$ cat src/rtl/core/snp_div.sv
// pipelined restoring divider, one quotient bit per stage
module snp_div #(
    parameter int COORD_WIDTH = 16
) (
    input  logic                       i_clk,
    input  logic                       i_en,
    input  logic [3*COORD_WIDTH:0]     i_num,
    input  logic [2*COORD_WIDTH:0]     i_den,
    output logic [COORD_WIDTH-1:0]     o_quo
);

    localparam int CW = COORD_WIDTH;
    localparam int DW = 2 * COORD_WIDTH + 1;
    localparam int NW = 3 * COORD_WIDTH + 1;

    logic [DW-1:0] r_rem [CW];
    logic [CW-1:0] r_low [CW];
    logic [CW-1:0] r_quo [CW];
    logic [DW-1:0] n_rem [CW];
    logic [CW-1:0] n_low [CW];
    logic [CW-1:0] n_quo [CW];

    genvar k;
    generate
        for (k = 0; k < CW; k++) begin : g_stage
            logic [DW-1:0] rem_in;
            logic [CW-1:0] low_in;
            logic [CW-1:0] quo_in;
            logic [DW:0]   trial;
            logic          fits;

            if (k == 0) begin : g_first
                // quotient stays below 2^CW, so the top part is already below the divisor
                assign rem_in = i_num[NW-1:CW];
                assign low_in = i_num[CW-1:0];
                assign quo_in = '0;
            end else begin : g_next
                assign rem_in = r_rem[k-1];
                assign low_in = r_low[k-1];
                assign quo_in = r_quo[k-1];
            end

            always_comb begin
                trial    = {rem_in, low_in[CW-1]};
                fits     = (trial >= {1'b0, i_den});
                n_rem[k] = fits ? DW'(trial - {1'b0, i_den}) : trial[DW-1:0];
                n_low[k] = {low_in[CW-2:0], 1'b0};
                n_quo[k] = {quo_in[CW-2:0], fits};
            end

            always_ff @(posedge i_clk) begin
                if (i_en) begin
                    r_rem[k] <= n_rem[k];
                    r_low[k] <= n_low[k];
                    r_quo[k] <= n_quo[k];
                end
            end
        end
    endgenerate

    assign o_quo = r_quo[CW-1];

endmodule

$ cat config.mk
export PLATFORM = sky130hd
export DESIGN_NAME = snp_div
export DESIGN_NICKNAME = d
export VERILOG_FILES = /design/src/rtl/core/snp_div.sv
export SDC_FILE = /design/constraint.sdc
export NUM_CORES = 2
export LEC_CHECK = 0
export ABC_AREA = 0
export BUFFER_PORTS_ARGS = -buffer_cell sky130_fd_sc_hd__buf_2
export CORE_MARGIN = 10
export CORE_UTILIZATION = 63
export DETAILED_ROUTE_END_ITERATION = 16
export GPL_TIMING_DRIVEN = 0
export PLACE_DENSITY = 0.92
export SYNTH_ARGS = -nofsm -noshare
export SYNTH_HDL_FRONTEND = slang
export SYNTH_SLANG_ARGS = --single-unit
export TNS_END_PERCENT = 100
$ cat constraint.sdc
create_clock -name i_clk -period 6.9 [get_ports i_clk]
set_clock_uncertainty 0.1 [all_clocks]
set_input_delay 0.69 -clock i_clk [delete_from_list [all_inputs] [get_ports i_clk]]
set_output_delay 0.69 -clock i_clk [all_outputs]
set_load 0.01 [all_outputs]
==> flow_summary.yaml <==
synthesis:
  synth_seq_area_share_pct: 42.1
  yosysTopAreaCell: "edfxtp_1"
  yosys-top-cells-area: "edfxtp_1 (42%), ha_1 (12%), o21ai_0 (5.0%)"
  synth_top_flop_cell: "edfxtp_1"
  synthAdderAreaFrac_pct: 12.9
  synth_top_family_by_area: "compound AO/OA/AOI/OAI gates"
  synth_xor_area_share_pct: 6.87
  synth_edf_count: 751
  ys_ff_latch: 751
  syn_area_um2: 53500
  yosysTopAreaCellShare_pct: 42.1
  synthDistinctLibCells: 93
  synth.most_common_cell: "edfxtp_1"
  ys_warn_count: 0
  synthSimpleGateAreaFrac_pct: 12.2
  postSynthAreaPerCell_um2: 9.96
  synth_mux_area_share_pct: 2.67
  async_flop_share_pct: 0
  netlist_top_cells_count: "edfxtp_1 (751), nand2_1 (566), o21ai_0 (531)"
  synth_nets: 5998
  synth_cells: 5371
  synth_compound_area_share_pct: 20.5
job:
  cap_violations: 2
clock_tree:
  clk_path_buf_depth: 3
  clk_pin_slew_ns: 0.07
  cts_tree: "yes"
  cts_inserted_buffers: 82
  hold_buffers: 0
  postCtsSetupRepairBufs: 0
  clock_latency_ns: 0.64
  cts_htree_levels: 3
  root_buffer: "clkbuf_16"
  cts.sinks: 751
  cts_resized: 0
placed_design:
  dpl.hpwl_um: 106000
  port_buffers: 99
  place_inst: 6616
  globalplace.congestion: 0.979
timing:
  relSlewSlack_pct: -2.45
  rsz0062_at_grt: "no"
  worstMarginPinSlew_ns: 1.54
  fmax_mhz: 168
  report.final.slew_viol_count: 17
  setup_viol: 0
  fin_crit_sh_pct: 86.3
  fin_tns_setup_ns: 0
  period_needed_ns: 5.96
  finalHoldViolCount: 0
  whs_ns: 0.120
layout:
  drive_gt1_share_pct: 7.63
  final_cells: 6771
  final.fill_count: 6120
  area.growth.synth_to_final_pct: 9.54
  nets: 6196
route:
  wl_per_cell_um: 22.2
  route.vias.total: 44600
  drt_iter0_drc: 5281
  viasPerCell: 6.58
  wirelength_um: 151000
  drc: 0
  antenna_left: 0
  drtPass1Iterations: 6
floorplan:
  start_util_pct: 63.7
  die_w_um: 311
  die_area_um2: 97000
  core-area_um2: 84000
  placementRows: 106
  die_y_um: 311
  ios: 100
global_routing:
  grt_pass1_wl_um: 229000
  grtUsageTotal_pct: 29.4
  grt_pass1_vias: 41800
  grt_max_degree: 141
  gr-total-overflow: 0
  antenna_found_initial: 3
critical_path:
  r2r_slack_ns: 1.61
  worstPathArrival_ns: 6.17
  startpoint_type: "input port"
  critPathMaxFanout: 16
  crit_required_ns: 7.12
  cp-end-kind: "flop"
  critical_path_class: "in2reg"
power:
  p_int_w: 0.0170
  p_per_area_nw_per_um2: 508
  p_clk_share_pct: 15.3
  seqPwrFrac_pct: 29.4
  p_sw_w: 0.0128
  swShare_pct: 42.9
  combinationalPowerShare_pct: 55.2
  ir_drop_uv: 257
  power_leakage_nw: 23.9
outcome:
  outcome: "finished with violations"
  violations: "capacitance limit, slew limit"
hold_path:
  min_path_type: "in2reg"
==> worst paths after layout <==
check,startpoint,end,cells after the start
hold / removal,i_num[12],r_low[0][12]$_DFFE_PP_,1
hold reg to reg,r_quo[2][6]$_DFFE_PP_,r_quo[2][23]$_DFFE_PP_,0
setup / recovery,i_den[19],r_rem[0][128]$_DFFE_PP_,13
setup reg to reg,r_low[0][44]$_DFFE_PP_,r_rem[0][128]$_DFFE_PP_,14
==> worst max-delay path, stage by stage <==
cell	delay, ns
buf_2	0.11
inv_1	1.04
ha_1	0.46
a21o_1	0.21
a21oi_1	0.27
nor2b_1	0.08
o211a_1	0.21
a2111oi_0	0.56
a21oi_1	0.20
a2111o_1	0.32
a31oi_1	1.03
clkbuf_1	0.57
o21ai_0	0.35
==> cell families (layout without fill, tap and decap cells) <==
family	after synthesis	count (layout)
AOI/OAI and AO/OA	1770	1770
and+or+nand+nor	1405	1405
DFF	751	751
adders and majority gates	543	543
xor gates and xnor gates	420	420
buffers and inverters	363	628
muxes	119	119
other	0	1
==> state kept, by name, indices dropped and copies added, names as in the netlist <==
signal	flops
r_rem	495
r_quo	136
r_low	120
==> metrics by stage <==
| step | total power [W] | cell area [µm²] | setup slack, ns | util (%) |
|---|---|---|---|---|
| 2_1_floorplan | 0.0204 | 53500 | 2.07 | - |
| 3_3_place_gp | 0.0241 | 55400 | -6.13 | 66.0 |
| 3_5_place_dp | 0.0245 | 55800 | 0.576 | 66.4 |
| 4_1_cts | 0.0293 | 58500 | 1.23 | 69.7 |
| 5_1_grt | 0.0315 | 58600 | 1.00 | 69.8 |
| 6_report | 0.0298 | 58600 | 0.943 | 69.8 |
==> power by group through the flow <==
stage / logic [W] / clock network, W / registers (W)
2_1_floorplan: 0.0122 / 0 / 0.00823
3_3_place_gp: 0.0153 / 0 / 0.00882
3_5_place_dp: 0.0158 / 0 / 0.00876
4_1_cts: 0.0159 / 0.00461 / 0.00870
5_1_grt: 0.0179 / 0.00479 / 0.00885
6_report: 0.0164 / 0.00457 / 0.00876
==> cell type report <==
cell class	instances	area (µm²)	share of cell area (%)
Antenna cell	1	2.50	0.00427
Buffer	168	714	1.22
Clock buffer	93	2140	3.64
Clock inverter	58	647	1.10
Inverter	195	732	1.25
Multi-Input combinational cell	4257	29500	50.4
Sequential cell	751	22600	38.5
Tap cell	1134	1420	2.42
Timing Repair Buffer	114	903	1.54
==> metal layers <==
layer / share of wire [%] / GRT usage, % / up-vias
li1: - / - / 20600
met1: 40 / 38.5 / 20900
met5: 0.0046 / 0 / -
met3: 10 / 5.16 / 515
met4: 6.0 / 16.9 / 2
met2: 44 / 45.8 / 2501
==> layout by cell type, fill, tap and decap left out, types with 15 or more instances in the layout <==
| cell | n |
|---|---|
| a211o_1 | 16 |
| a211oi_1 | 42 |
| a21o_1 | 280 |
| a21oi_1 | 477 |
| a31oi_1 | 62 |
| and2_1 | 20 |
| and3_1 | 39 |
| buf_2 | 108 |
| clkbuf_1 | 151 |
| clkbuf_16 | 84 |
| clkinv_1 | 15 |
| clkinv_2 | 16 |
| edfxtp_1 | 751 |
| fa_1 | 15 |
| ha_1 | 528 |
| inv_1 | 176 |
| inv_2 | 16 |
| mux2_2 | 80 |
| mux2_4 | 28 |
| nand2_1 | 566 |
| nand2b_1 | 61 |
| nand3_1 | 106 |
| nand4_1 | 94 |
| nor2_1 | 294 |
| nor2b_1 | 56 |
| nor3_1 | 77 |
| o211ai_1 | 23 |
| o21a_1 | 50 |
| o21ai_0 | 531 |
| o21bai_1 | 79 |
| o31ai_1 | 39 |
| xnor2_1 | 220 |
| xor2_1 | 200 |
(Power assumes the default switching activity.)
